--- src/rtl/bps_pkg.sv ---
// Beep pattern sequencer package: item types, reset constants, pattern tables.
// No dependencies; used by bps_seq and beep_pattern_sequencer_top.
package bps_pkg;

   localparam int unsigned GapWidth  = 8;
   localparam int unsigned HzWidth   = 12;
   localparam int unsigned PhaseWidth = 3;

   localparam logic [GapWidth-1:0] GAP_RESET = 8'd40;

   typedef enum logic [0:0] {
      ACT_TICK  = 1'b0,
      ACT_START = 1'b1
   } action_type;

   typedef enum logic [1:0] {
      PAT_CLICK   = 2'd0,
      PAT_CONFIRM = 2'd1,
      PAT_GOAL    = 2'd2,
      PAT_OFF     = 2'd3
   } pattern_type;

   typedef struct packed {
      logic       action;
      logic [1:0] pattern;
   } req_item_type;

   typedef struct packed {
      logic               tone_on;
      logic [HzWidth-1:0] tone_hz;
      logic               busy_res;
   } rsp_item_type;

   typedef struct packed {
      logic                step;
      logic [GapWidth-1:0] gap_ms;
   } seq_ctrl_type;

   function automatic logic [1:0] note_count(input logic [1:0] pat);
      logic [1:0] n;
      unique case (pattern_type'(pat))
         PAT_CLICK:   n = 2'd1;
         PAT_CONFIRM: n = 2'd2;
         PAT_GOAL:    n = 2'd3;
         PAT_OFF:     n = 2'd3;
         default:     n = 2'd1;
      endcase
      return n;
   endfunction

   function automatic logic [GapWidth-1:0] note_len(input logic [1:0] pat);
      logic [GapWidth-1:0] n;
      unique case (pattern_type'(pat))
         PAT_CLICK:   n = 8'd30;
         PAT_CONFIRM: n = 8'd100;
         PAT_GOAL:    n = 8'd120;
         PAT_OFF:     n = 8'd140;
         default:     n = 8'd30;
      endcase
      return n;
   endfunction

   function automatic logic [HzWidth-1:0] note_hz(input logic [1:0] pat, input logic [1:0] idx);
      logic [HzWidth-1:0] f;
      f = 12'd2000;
      unique case (pattern_type'(pat))
         PAT_CLICK: f = 12'd2000;
         PAT_CONFIRM: begin
            if (idx == 2'd0) f = 12'd1800;
            else             f = 12'd2400;
         end
         PAT_GOAL: begin
            if (idx == 2'd0)      f = 12'd1500;
            else if (idx == 2'd1) f = 12'd2000;
            else                  f = 12'd2500;
         end
         PAT_OFF: begin
            if (idx == 2'd0)      f = 12'd2500;
            else if (idx == 2'd1) f = 12'd2000;
            else                  f = 12'd1500;
         end
         default: f = 12'd2000;
      endcase
      return f;
   endfunction

endpackage

--- src/rtl/bps_req_if.sv ---
// Request channel interface: valid/ready handshake with action and pattern.
// Depends on nothing.
interface bps_req_if;
   logic       valid;
   logic       ready;
   logic       action;
   logic [1:0] pattern;

   modport source (output valid, output action, output pattern, input ready);
   modport sink   (input valid, input action, input pattern, output ready);
endinterface

--- src/rtl/bps_rsp_if.sv ---
// Response channel interface: valid/ready handshake with tone and busy status.
// Depends on nothing.
interface bps_rsp_if;
   logic        valid;
   logic        ready;
   logic        tone_on;
   logic [11:0] tone_hz;
   logic        busy_res;

   modport source (output valid, output tone_on, output tone_hz, output busy_res, input ready);
   modport sink   (input valid, input tone_on, input tone_hz, input busy_res, output ready);
endinterface

--- src/rtl/bps_seq.sv ---
// Pattern sequencer state and single-pass next-state logic.
// Depends on bps_pkg.
module bps_seq (
   input  logic                  clock,
   input  logic                  reset,
   input  bps_pkg::seq_ctrl_type ctrl,
   input  bps_pkg::req_item_type item,
   output bps_pkg::rsp_item_type result
);
   import bps_pkg::*;

   logic                  playing_ff, playing_in;
   logic [1:0]            pat_ff, pat_in;
   logic [PhaseWidth-1:0] phase_ff, phase_in;
   logic [GapWidth-1:0]   wait_ff, wait_in;
   logic                  tone_ff, tone_in;
   logic [HzWidth-1:0]    freq_ff, freq_in;

   logic [GapWidth-1:0]   wait_dec;
   logic [3:0]            total;
   logic [1:0]            idx;

   always_comb begin
      playing_in = playing_ff;
      pat_in     = pat_ff;
      phase_in   = phase_ff;
      wait_in    = wait_ff;
      tone_in    = tone_ff;
      freq_in    = freq_ff;
      wait_dec   = (wait_ff != '0) ? wait_ff - 8'd1 : wait_ff;
      total      = {1'b0, note_count(pat_ff), 1'b0};
      idx        = (phase_ff[2:1] > 2'd2) ? 2'd2 : phase_ff[2:1];

      if (ctrl.step) begin
         if (action_type'(item.action) == ACT_START) begin
            if (pattern_type'(item.pattern) == PAT_CLICK && playing_ff) begin
               tone_in = 1'b0;
               freq_in = '0;
            end
            pat_in     = item.pattern;
            phase_in   = '0;
            playing_in = 1'b1;
            wait_in    = '0;
         end else if (playing_ff) begin
            wait_in = wait_dec;
            if (wait_dec == '0) begin
               if ({1'b0, phase_ff} >= total) begin
                  tone_in    = 1'b0;
                  freq_in    = '0;
                  playing_in = 1'b0;
                  pat_in     = '0;
                  phase_in   = '0;
                  wait_in    = '0;
               end else begin
                  if (!phase_ff[0]) begin
                     tone_in = 1'b1;
                     freq_in = note_hz(pat_ff, idx);
                     wait_in = note_len(pat_ff);
                  end else begin
                     tone_in = 1'b0;
                     freq_in = '0;
                     wait_in = ctrl.gap_ms;
                  end
                  phase_in = phase_ff + 3'd1;
               end
            end
         end
      end
   end

   always_ff @(posedge clock) begin
      if (reset) begin
         playing_ff <= 1'b0;
         pat_ff     <= '0;
         phase_ff   <= '0;
         wait_ff    <= '0;
         tone_ff    <= 1'b0;
         freq_ff    <= '0;
      end else begin
         playing_ff <= playing_in;
         pat_ff     <= pat_in;
         phase_ff   <= phase_in;
         wait_ff    <= wait_in;
         tone_ff    <= tone_in;
         freq_ff    <= freq_in;
      end
   end

   assign result.tone_on  = tone_in;
   assign result.tone_hz  = tone_in ? freq_in : '0;
   assign result.busy_res = playing_in;

endmodule

--- src/rtl/beep_pattern_sequencer_top.sv ---
// Beep pattern sequencer top level: input register, sequencer, result register, gap CSR.
// Depends on bps_pkg, bps_req_if, bps_rsp_if and bps_seq.
//
//   channel  dir  handshake        payload
//   req_ch   in   valid/ready      action, pattern
//   rsp_ch   out  valid/ready      tone_on, tone_hz, busy_res
//   csr      in   csr_wr_en        csr_wr_data = gap_ms
//
// One item per cycle sustained while the result is taken; each accepted item is held in the input register
// until it steps the sequencer straight into the result register.
// Synchronous active-high reset; gap_ms resets to 40 ms.
// A stalled result holds while the input register still takes one more item.
module beep_pattern_sequencer_top (
   input  logic                       clock,
   input  logic                       reset,
   bps_req_if.sink                    req_ch,
   bps_rsp_if.source                  rsp_ch,
   input  logic                       csr_wr_en,
   input  logic [bps_pkg::GapWidth-1:0] csr_wr_data
);
   import bps_pkg::*;

   logic                in_vld_ff, in_vld_in;
   req_item_type        in_data_ff;
   logic                rsp_vld_ff, rsp_vld_in;
   rsp_item_type        rsp_data_ff;
   logic [GapWidth-1:0] gap_ff, gap_in;

   logic                advance;
   logic                req_fire;
   seq_ctrl_type        ctrl;
   rsp_item_type        result;

   assign advance      = !rsp_vld_ff || rsp_ch.ready;
   assign req_ch.ready = !in_vld_ff || advance;
   assign req_fire     = req_ch.valid && req_ch.ready;
   assign ctrl.step    = in_vld_ff && advance;
   assign ctrl.gap_ms  = gap_ff;

   assign in_vld_in  = req_fire ? 1'b1 : (ctrl.step ? 1'b0 : in_vld_ff);
   assign rsp_vld_in = ctrl.step ? 1'b1 : (rsp_ch.ready ? 1'b0 : rsp_vld_ff);
   assign gap_in     = csr_wr_en ? csr_wr_data : gap_ff;

   bps_seq u_seq (
      .clock  (clock),
      .reset  (reset),
      .ctrl   (ctrl),
      .item   (in_data_ff),
      .result (result)
   );

   always_ff @(posedge clock) begin
      if (reset) begin
         in_vld_ff  <= 1'b0;
         rsp_vld_ff <= 1'b0;
         gap_ff     <= GAP_RESET;
      end else begin
         in_vld_ff  <= in_vld_in;
         rsp_vld_ff <= rsp_vld_in;
         gap_ff     <= gap_in;
      end
   end

   always_ff @(posedge clock) begin
      if (req_fire) begin
         in_data_ff.action  <= req_ch.action;
         in_data_ff.pattern <= req_ch.pattern;
      end
      if (ctrl.step) begin
         rsp_data_ff <= result;
      end
   end

   assign rsp_ch.valid    = rsp_vld_ff;
   assign rsp_ch.tone_on  = rsp_data_ff.tone_on;
   assign rsp_ch.tone_hz  = rsp_data_ff.tone_hz;
   assign rsp_ch.busy_res = rsp_data_ff.busy_res;

endmodule

--- src/flat_wrapper.sv ---
// flat-port wrapper written by rule: the top's interface ports become plain ports
module beep_pattern_sequencer_top_flat import bps_pkg::*;
  (clock, reset, csr_wr_en, csr_wr_data, req_ch_valid, req_ch_action, req_ch_pattern, req_ch_ready, rsp_ch_valid, rsp_ch_tone_on, rsp_ch_tone_hz, rsp_ch_busy_res, rsp_ch_ready);
  bps_req_if req_ch_i ();
  bps_rsp_if rsp_ch_i ();
  input  logic clock;
  input  logic reset;
  input  logic csr_wr_en;
  input  logic [bps_pkg::GapWidth-1:0] csr_wr_data;
  input wire logic [$bits(req_ch_i.valid)-1:0] req_ch_valid;
  input wire logic [$bits(req_ch_i.action)-1:0] req_ch_action;
  input wire logic [$bits(req_ch_i.pattern)-1:0] req_ch_pattern;
  output wire logic [$bits(req_ch_i.ready)-1:0] req_ch_ready;
  output wire logic [$bits(rsp_ch_i.valid)-1:0] rsp_ch_valid;
  output wire logic [$bits(rsp_ch_i.tone_on)-1:0] rsp_ch_tone_on;
  output wire logic [$bits(rsp_ch_i.tone_hz)-1:0] rsp_ch_tone_hz;
  output wire logic [$bits(rsp_ch_i.busy_res)-1:0] rsp_ch_busy_res;
  input wire logic [$bits(rsp_ch_i.ready)-1:0] rsp_ch_ready;
  assign req_ch_i.valid = req_ch_valid;
  assign req_ch_i.action = req_ch_action;
  assign req_ch_i.pattern = req_ch_pattern;
  assign req_ch_ready = req_ch_i.ready;
  assign rsp_ch_valid = rsp_ch_i.valid;
  assign rsp_ch_tone_on = rsp_ch_i.tone_on;
  assign rsp_ch_tone_hz = rsp_ch_i.tone_hz;
  assign rsp_ch_busy_res = rsp_ch_i.busy_res;
  assign rsp_ch_i.ready = rsp_ch_ready;
  beep_pattern_sequencer_top u_core (.clock(clock), .reset(reset), .req_ch(req_ch_i), .rsp_ch(rsp_ch_i), .csr_wr_en(csr_wr_en), .csr_wr_data(csr_wr_data));
endmodule
--- config.mk ---
export PLATFORM = sky130hd
export DESIGN_NAME = beep_pattern_sequencer_top_flat
export DESIGN_NICKNAME = d
export VERILOG_FILES = /design/src/rtl/bps_pkg.sv /design/src/rtl/bps_req_if.sv /design/src/rtl/bps_rsp_if.sv /design/src/rtl/bps_seq.sv /design/src/rtl/beep_pattern_sequencer_top.sv /design/src/flat_wrapper.sv
export SDC_FILE = /design/constraint.sdc
export NUM_CORES = 1
export LEC_CHECK = 0
export ABC_AREA = 1
export BUFFER_PORTS_ARGS = -buffer_cell sky130_fd_sc_hd__buf_2
export CORE_ASPECT_RATIO = 0.75
export CORE_MARGIN = 4
export CORE_UTILIZATION = 59
export CTS_CLUSTER_DIAMETER = 40
export CTS_CLUSTER_SIZE = 12
export DETAILED_ROUTE_END_ITERATION = 10
export PLACE_DENSITY = 0.79
export SYNTH_ARGS = -nofsm -noshare
export SYNTH_HDL_FRONTEND = slang
export SYNTH_SLANG_ARGS = --single-unit
export TNS_END_PERCENT = 5
--- constraint.sdc ---
create_clock -name clock -period 3.2 [get_ports clock]
set_input_delay 0.64 -clock clock [delete_from_list [all_inputs] [get_ports clock]]
set_output_delay 0.64 -clock clock [all_outputs]
set_load 0.005 [all_outputs]
==> impl_metrics.csv, run 1 <==
group,metric,value,unit
synthesis,synthAdderAreaFrac,3.65,%
clocking,cts_tree,"built",
setup_path,worstPathRequired,3250,ps
synthesis,synth_compound_area_share,10.3,%
die,io-pin-count,32,
synthesis,synth_top_area_share,24.0,%
synthesis,synth_fp_nets,468,
power,power_density,478,nW/um^2
sta,setup_viol,0,
routing,dr_wl_met3,537,um
global_route,grt_antenna_before_repair,0,
global_route,grt_first_pass_wirelength,11.4,mm
finish,multiInputGateArea,1570,um^2
setup_path,startpoint,"u_core.u_seq.wait_ff[0]$_SDFFE_PP0P_",
die,initial_utilization,61.9,%
finish,n_antenna_cell,0,
power,p_leak,0.00159,uW
global_route,grt_max_degree,28,
finish,n_fill_cell,430,
sta,fin_worst_skew,6.32,ps
outcome,outcome,"finished clean",
placement,port_buffers,31,
sta,tightest_slew,932,ps
synthesis,syn_area,3090,um^2
clocking,hold_buffers,0,
synthesis,synthXorXnorAreaFrac,0.284,%
sta,relSlewSlack,37.4,%
routing,via_per_inst,5.30,
routing,top_layer,"met4",
finish,regArea,1250,um^2
clocking,cts_root_buffer,"clkbuf_8",
synthesis,syn_avg_cell_area,6.96,um^2
die,row_count,22,
sta,tns,0,ps
clocking,cts_buffers,5,
die,die-width,91.5,um
routing,ant_nets,0,
synthesis,syn_inst,443,
synthesis,ys_ff_latch,54,
sta,finalHoldViolCount,0,
setup_path,critical_path.max_fanout,14,
synthesis,ys_seq_area_share,40.6,%
sta,finalCritPeriodShare,85.2,%
synthesis,yosysUniqueCellTypes,30,
synthesis,ys_warn_count,0,
placement,dp_slack,564,ps
global_route,overflow,0,
sta,timing.final.ws_setup,473,ps
sta,fin_crit,2730,ps
clocking,clock_path_buffers,2,
synthesis,muxShareOfSynthArea,0,%
clocking,clk_pin_slew_worst_paths,100,ps
setup_path,critPathKind,"flip-flop to flip-flop",
routing,dr.first_iter.drc_count,266,
routing,wl_met1,3.36,mm
setup_path,setup.worst_path.end_class,"flip-flop",
power,peakVddDrop,0.321,mV
job,max_cap_viol_count,0,
die,die_h,70.6,um
finish,postLayoutCellArea,3410,um^2
routing,wl_per_cell,12.7,um
clocking,clk_latency,300,ps
setup_path,critPathArrivalTime,2770,ps
clocking,post_cts_buffers,0,
global_route,grt_pass1_vias,2494,
synthesis,synth_top_family_by_area,"simple AND/OR/NAND/NOR gates",
clocking,htree_levels,2,
sta,rsz0062_at_grt,"false",
setup_path,start_kind,"flip-flop",
min_path,worstHoldStart,"u_core.gap_ff[5]$_SDFFE_PP1P_",
finish,nNetsFinal,492,
die,coreArea,4980,um^2
placement,placed_area,3270,um^2
global_route,grt_usage,21.3,%
die,die_area,6460,um^2
routing,drc,0,
placement,globalplace.congestion,0.913,
setup_path,r2r-start,"u_core.u_seq.wait_ff[0]$_SDFFE_PP0P_",
clocking,ctsResizeCount,0,
synthesis,synth-simple-area-share,36.7,%
finish,syn_to_final_growth,10.6,%
min_path,hold_class,"flip-flop to flip-flop",
routing,dr_wl_met2,2.91,mm
placement,hpwl,5.04,mm
sta,drv_slew,0,
synthesis,yosys-top-cells-area,"dfxtp_1, edfxtp_1, nand2_1",
clocking,cts.sinks,54,
routing,num_vias,2860,
synthesis,synth_top_cell_by_area,"dfxtp_1",
sta,fmax,0.367,GHz
finish,layout-drive-gt1-share,15.8,%
routing,wl,6.87,mm
routing,dr.pass1.iters,5,
## area by class of cell
class                           count  share of cell area [%]
Multi-Input combinational cell    326                    46.0
Sequential cell                    54                    36.7
Timing Repair Buffer               36                    5.65
Inverter                           44                    4.84
Tap cell                           72                    2.64
Clock buffer                        6                    2.42
Clock inverter                      2                    1.76
## worst max-delay path, cell delays in order, from the launching register on
cell     delay (ps)
dfxtp_1         330
inv_1           110
ha_1            220
nand2_2         140
nand3_1         100
nor2_1           50
nor2_1          190
nand2_1         130
nor2_4          250
nand3_1         260
nand2_1         130
nand2_1          50
nand2_1          50
nand2_1          60
nand2_2         290
inv_1           100
## where the power goes
part / switching [uW] / leakage (uW) / total, uW / internal (uW)
clock: 221 / 0.0000714 / 554 / 334
combinational: 207 / 0.00105 / 313 / 106
sequential: 22.8 / 0.000469 / 764 / 741
total: 451 / 0.00159 / 1630 / 1180
## layout by cell type (no fill, tap or decap)
cell       Yosys  layout
a21oi_1       20      20
nand4_1        9       9
o211ai_1       2       2
dfxtp_1       37      37
nor4_1         1       1
nand2_1      133     133
inv_1         41      41
inv_2          1       1
edfxtp_1      17      17
a31oi_1       10      10
buf_4          0       5
nand3b_1       2       2
nor2_2        12      12
nor3_1         3       3
nor2_4         3       3
buf_2          3      31
o21bai_2       1       1
clkinv_1       2       2
nand2_2        6       6
o21bai_1       1       1
nor2_1        60      60
nand3_1       21      21
o21ai_0       24      24
or2_2          6       6
xor2_1         1       1
nand4_4        1       1
bufinv_16      0       2
ha_1           9       9
clkbuf_8       0       6
and2_1         1       1
## flip-flops by register name, indices dropped and copies added (netlist names)
signal and cells:
u_core.gap_ff 8, u_core.in_data_ff 3, u_core.in_vld_ff 1, u_core.rsp_ch.busy_res 1
u_core.rsp_ch.tone_hz 12, u_core.rsp_ch.tone_on 1, u_core.rsp_ch.valid 1, u_core.u_seq.freq_ff 12
u_core.u_seq.pat_ff 2, u_core.u_seq.phase_ff 3, u_core.u_seq.playing_ff 1, u_core.u_seq.tone_ff 1
u_core.u_seq.wait_ff 8
## logic make-up after synthesis
logic type	Yosys count
AOI/OAI and AO/OA	58
adders and majority gates	9
DFF	54
xor gates and xnor gates	1
and+or+nand+nor	258
buffers and inverters	63
## stage by stage
step	instances	total power [uW]	util, %	hold WS [ps]
CTS	540	1630	68.5	473
global route	540	1710	68.5	482
floorplan	443	1020	-	429
finish	540	1630	68.5	477
global placement	532	1080	65.6	446
detailed placement	532	1090	65.6	452
## cells in the mapped netlist
library cell	count
a21oi_1	20
a31oi_1	10
and2_1	1
buf_1	1
buf_2	3
buf_6	3
clkbuf_1	12
clkinv_1	2
dfxtp_1	37
edfxtp_1	17
ha_1	9
inv_1	41
inv_2	1
nand2_1	133
nand2_2	6
nand3_1	21
nand3b_1	2
nand4_1	9
nand4_4	1
nor2_1	60
nor2_2	12
nor2_4	3
nor3_1	3
nor4_1	1
o211ai_1	2
o21ai_0	24
o21bai_1	1
o21bai_2	1
or2_2	6
xor2_1	1
## path summary, 6_finish.rpt
path / to / depth (start not counted) / slack (ps)
max: u_core.rsp_ch.tone_on$_DFFE_PP_ / 15 / 470
min: u_core.gap_ff[5]$_SDFFE_PP1P_ / 2 / 480
max reg2reg: u_core.rsp_ch.tone_on$_DFFE_PP_ / 15 / 470
min reg2reg: u_core.gap_ff[5]$_SDFFE_PP1P_ / 2 / 480
## layer usage
layer	vias to the layer above	track usage (%)
met2	103	32.0
met3	6	4.68
li1	1466	-
met1	1285	31.5
met4	0	4.85
met5	-	0
Power figures use the tool's default switching activity.
==> inputs of run 2 (changes only) <==
Settings changed: REMOVE_ABC_BUFFERS set to 1.
==> impl_metrics.csv, run 2 (same netlist as run 1, synthesis figures left out) <==
group,metric,value,unit
die,coreArea,4980,um^2
global_route,grt_antenna_before_repair,0,
min_path,hold_class,"flip-flop to flip-flop",
clocking,clk_pin_slew_worst_paths,100,ps
finish,final_common_cell,"nand2_1",
setup_path,critPathKind,"flip-flop to flip-flop",
die,row_count,22,
job,max_cap_viol_count,0,
finish,nNetsFinal,492,
routing,ant_nets,0,
clocking,cts_buffers,5,
routing,wl_per_cell,12.3,um
global_route,busiest_layer,"met2",
setup_path,start_kind,"flip-flop",
clocking,htree_levels,2,
sta,fin_worst_skew,10.0,ps
clocking,clock_path_buffers,2,
global_route,overflow,0,
sta,fin_crit,2710,ps
finish,final_cell_mix,"nand2_1, nor2_1, inv_1",
die,die_h,70.6,um
setup_path,worstPathRequired,3250,ps
placement,globalplace.congestion,0.877,
min_path,hold_path_depth,2,
global_route,grt_pass1_vias,2459,
outcome,outcome,"finished clean",
routing,dr.pass1.iters,8,
clocking,hold_buffers,0,
routing,drc,0,
global_route,use_met1,30.9,%
setup_path,setup.worst_path.end_class,"flip-flop",
clocking,cts_tree,"built",
sta,timing.final.ws_setup,488,ps
die,die-width,91.5,um
power,peakVddDrop,0.300,mV
sta,drv_slew,0,
clocking,cts.sinks,54,
routing,num_vias,2809,
power,p_int,1010,uW
clocking,cts_root_buffer,"clkbuf_8",
sta,finalCritPeriodShare,84.8,%
finish,n_antenna_cell,0,
setup_path,critical_path.max_fanout,14,
placement,dp_slack,502,ps
power,pwr-share-comb,21.3,%
routing,via_per_inst,5.20,
setup_path,rr_worst_depth,15,
sta,relSlewSlack,38.0,%
sta,whs,480,ps
finish,syn_to_final_growth,9.04,%
placement,hpwl,4.99,mm
power,clockPowerShare,26.4,%
power,pwr-share-seq,52.3,%
clocking,ctsResizeCount,0,
global_route,met3_usage,3.93,%
power,power_density,434,nW/um^2
sta,setup_viol,0,
placement,port_buffers,31,
global_route,grt_first_pass_wirelength,11.2,mm
sta,fmax,0.369,GHz
die,die_area,6460,um^2
global_route,grt_usage,21.0,%
setup_path,endpoint,"u_core.rsp_ch.tone_hz[5]$_SDFFCE_PN0P_",
sta,finalHoldViolCount,0,
clocking,post_cts_buffers,0,
sta,tightest_slew,923,ps
setup_path,r2r-start,"u_core.u_seq.wait_ff[0]$_SDFFE_PP0P_",
routing,wl,6.64,mm
die,io-pin-count,32,
setup_path,startpoint,"u_core.u_seq.wait_ff[0]$_SDFFE_PP0P_",
finish,post-route-util,67.5,%
power,p_leak,0.00156,uW
global_route,grt_max_degree,28,
die,initial_utilization,61.9,%
clocking,clk_latency,300,ps
min_path,worstHoldStart,"u_core.u_seq.freq_ff[0]$_SDFF_PP0_",
sta,rsz0062_at_grt,"false",
setup_path,reg2reg_slack,490,ps
routing,dr.first_iter.drc_count,208,
power,p_sw_share,31.1,%
setup_path,critPathArrivalTime,2770,ps
sta,tns,0,ps
setup_path,reg2reg_to,"u_core.rsp_ch.tone_hz[5]$_SDFFCE_PN0P_",
finish,layout-drive-gt1-share,15.8,%
global_route,grtUsageMet2,33.0,%
power,netSwitchingPower,454,uW
==> run 2: changes by cell type in the layout (fill, tap and decap cells not counted) <==
cell,change
inv_6,+1
bufinv_16,-2
clkinv_4,+1
clkinvlp_4,+1
clkbuf_8,-1
==> run 2: final cells by class <==
cell class | count | area (um^2)
clock buffer | 5 | 68.8
clock inverter | 3 | 25.0
timing repair buffer | 36 | 193
fill | 448 | 1620
sequential | 54 | 1250
multi-input combinational | 326 | 1570
tap | 72 | 90.1
inverter | 44 | 165
==> run 2: worst max-delay path: stages, from the launching register on <==
cell     delay, ps
dfxtp_1        330
inv_1          110
ha_1           230
nand2_2        130
nor2_4         170
inv_2           80
nand2_2         90
nand2_2         70
nor2_4         260
nand3_1        290
nand2_1        130
nand2_1         50
nand2_1         50
nand2_1         60
nand2_2        300
nor2_1         110
==> run 2: worst min-delay path by stage <==
stage                                         endpoint  slack [ps]
floorplan                u_core.gap_ff[3]$_SDFFE_PP1P_         430
global placement         u_core.gap_ff[3]$_SDFFE_PP1P_         450
detailed placement       u_core.gap_ff[5]$_SDFFE_PP1P_         460
CTS                 u_core.u_seq.freq_ff[0]$_SDFF_PP0_         480
global route            u_core.in_data_ff[2]$_DFFE_PP_         480
finish              u_core.u_seq.freq_ff[0]$_SDFF_PP0_         480
==> run 2: power groups by stage <==
stage	sequential (uW)	combinational (uW)	clock (uW)
floorplan	776	215	0
global placement	776	300	0
detailed placement	777	307	0
CTS	762	309	400
global route	766	354	430
finish	762	311	386
==> run 2: per-stage QoR <==
step	instance area, um^2	instances	total power [uW]
global route	3360	540	1550
CTS	3360	540	1470
floorplan	2990	424	991
detailed placement	3270	532	1080
global placement	3270	532	1080
finish	3360	540	1460
==> run 2: metal layers <==
layer  vias up  share of wire, %
met5         -                 0
met4         0              0.38
met3         2               5.9
met2        84                43
met1      1256                51
li1       1467                 -
==> inputs of run 3 (changes only) <==
Clock period 3.2 ns to 2.8 ns, I/O delays scaled along.
==> impl_metrics.csv, run 3 (same netlist as run 1, synthesis figures left out) <==
group,metric,value,unit
die,die-width,91.5,um
clocking,cts_tree,"built",
routing,wl,6.62,mm
setup_path,crit_top_cell,"nand2_2",
global_route,grt_antenna_before_repair,0,
finish,postLayoutCellArea,3390,um^2
finish,post-route-util,68.1,%
setup_path,path_delay_family,"simple AND/OR/NAND/NOR gates",
die,io-pin-count,32,
global_route,grt_max_degree,28,
setup_path,r2r-start,"u_core.u_seq.wait_ff[0]$_SDFFE_PP0P_",
setup_path,crit_slowest_cell,"dfxtp_1",
global_route,grt_usage,21.3,%
sta,fmax,0.390,GHz
finish,nNetsFinal,494,
job,max_cap_viol_count,0,
setup_path,reg2reg_to,"u_core.rsp_ch.tone_hz[1]$_SDFFCE_PN0P_",
sta,tns,0,ps
setup_path,rr_worst_depth,14,
sta,fin_worst_skew,3.01,ps
clocking,htree_levels,2,
clocking,cts_buffers,5,
setup_path,critical_path.max_fanout,12,
placement,globalplace.congestion,0.989,
setup_path,reg2reg_slack,240,ps
sta,finalCritPeriodShare,91.5,%
setup_path,endpoint,"u_core.rsp_ch.tone_hz[1]$_SDFFCE_PN0P_",
sta,relSlewSlack,61.3,%
routing,dr.first_iter.drc_count,154,
clocking,cts_root_buffer,"clkbuf_8",
min_path,hold_class,"primary input to flip-flop",
clocking,clk_pin_slew_worst_paths,100,ps
setup_path,startpoint,"u_core.u_seq.wait_ff[0]$_SDFFE_PP0P_",
routing,wl_per_cell,12.2,um
power,p_leak,0.00158,uW
die,initial_utilization,61.9,%
placement,hpwl,4.86,mm
clocking,clock_path_buffers,2,
power,power_density,498,nW/um^2
routing,num_vias,2872,
die,row_count,22,
setup_path,worst-path-buf-inv,3,
die,die_area,6460,um^2
setup_path,critPathKind,"flip-flop to flip-flop",
setup_path,critPathArrivalTime,2640,ps
routing,ant_nets,0,
sta,finalHoldViolCount,0,
sta,tightest_slew,578,ps
finish,final_cell_mix,"nand2_1, nor2_1, inv_1",
global_route,overflow,0,
clocking,cts.sinks,54,
die,die_h,70.6,um
sta,setup_viol,0,
setup_path,crit_cells,14,
setup_path,crit_chain,"inv_1 > ha_1 > nand2_2 > nor2_4 > inv_2 > nand2_2 > nand2_2 > nor2_4 > nand3_1 > buf_4 > o21ai_0 > nand2_1 > nand2_1 > nor2_2",
setup_path,cp_slowest_stage_delay,340,ps
setup_path,setup.worst_path.end_class,"flip-flop",
finish,n_antenna_cell,0,
sta,fin_crit,2560,ps
placement,port_buffers,31,
finish,layout-drive-gt1-share,16.4,%
routing,drc,0,
sta,drv_slew,0,
global_route,grt_first_pass_wirelength,11.3,mm
setup_path,worstPathRequired,2870,ps
power,peakVddDrop,0.332,mV
global_route,grt_pass1_vias,2515,
die,coreArea,4980,um^2
routing,via_per_inst,5.30,
outcome,outcome,"finished clean",
sta,rsz0062_at_grt,"false",
finish,n_fill_cell,420,
placement,placed_area,3290,um^2
finish,final_common_cell,"nand2_1",
finish,syn_to_final_growth,9.94,%
routing,dr.pass1.iters,4,
setup_path,start_kind,"flip-flop",
clocking,clk_latency,310,ps
==> run 3: how the worst min path moves through the flow <==
stage / from / to / slack [ps] / cells after the start
after global placement: u_core.gap_ff[3]$_SDFFE_PP1P_ / u_core.gap_ff[3]$_SDFFE_PP1P_ / 450 / 2
after floorplan: u_core.gap_ff[3]$_SDFFE_PP1P_ / u_core.gap_ff[3]$_SDFFE_PP1P_ / 430 / 2
after detailed placement: u_core.gap_ff[5]$_SDFFE_PP1P_ / u_core.gap_ff[5]$_SDFFE_PP1P_ / 460 / 2
after global routing: req_ch_action / u_core.in_data_ff[2]$_DFFE_PP_ / 400 / 1
final: req_ch_pattern[1] / u_core.in_data_ff[1]$_DFFE_PP_ / 420 / 1
after CTS: req_ch_pattern[1] / u_core.in_data_ff[1]$_DFFE_PP_ / 410 / 1
==> run 3: metal layers <==
layer	GRT usage, %	up-vias	routed length (um)
met5	0	-	0
li1	-	1469	-
met4	5.69	0	72
met3	3.51	8	326
met2	32.9	83	2830
met1	30.9	1312	3400
==> run 3: timing repair <==
item	in CTS	in global routing
setup endpoints to repair	0	12
hold endpoints to repair	0	0
hold buffers	0	0
gates resized for setup	0	2
buffers inserted	0	0
==> run 3: worst reg2reg max path, cell delays in order (launching register included) <==
cell and delay, ps:
dfxtp_1 340, inv_1 120, ha_1 240, nand2_2 140
nor2_4 170, inv_2 80, nand2_2 100, nand2_2 80
nor2_4 270, nand3_1 200, buf_4 220, o21ai_0 150
nand2_1 90, nand2_1 100, nor2_2 50
==> run 3: cell type report <==
type                       instances  area (um^2)  area share, %
tap                               72         90.1           2.66
clock inverter                     2         16.3          0.480
inverter                          44          165           4.87
timing repair buffer              38          208           6.12
multi-input combinational        326         1580           46.6
clock buffer                       6         82.6           2.43
sequential                        54         1250           36.9
==> run 3: where the power goes <==
group | switching, uW | internal, uW | leakage (uW)
combinational | 236 | 123 | 0.00106
clock | 260 | 204 | 0.0000478
sequential | 21.4 | 847 | 0.000469
==> run 3: through the flow <==
step / total power (uW) / hold slack (ps) / setup slack, ps / std cells
after floorplan: 1130 / 429 / 234 / 424
after global placement: 1230 / 449 / 330 / 534
after detailed placement: 1240 / 463 / 235 / 534
after CTS: 1700 / 410 / 204 / 542
after global routing: 1790 / 399 / 48.6 / 542
final: 1690 / 417 / 237 / 542
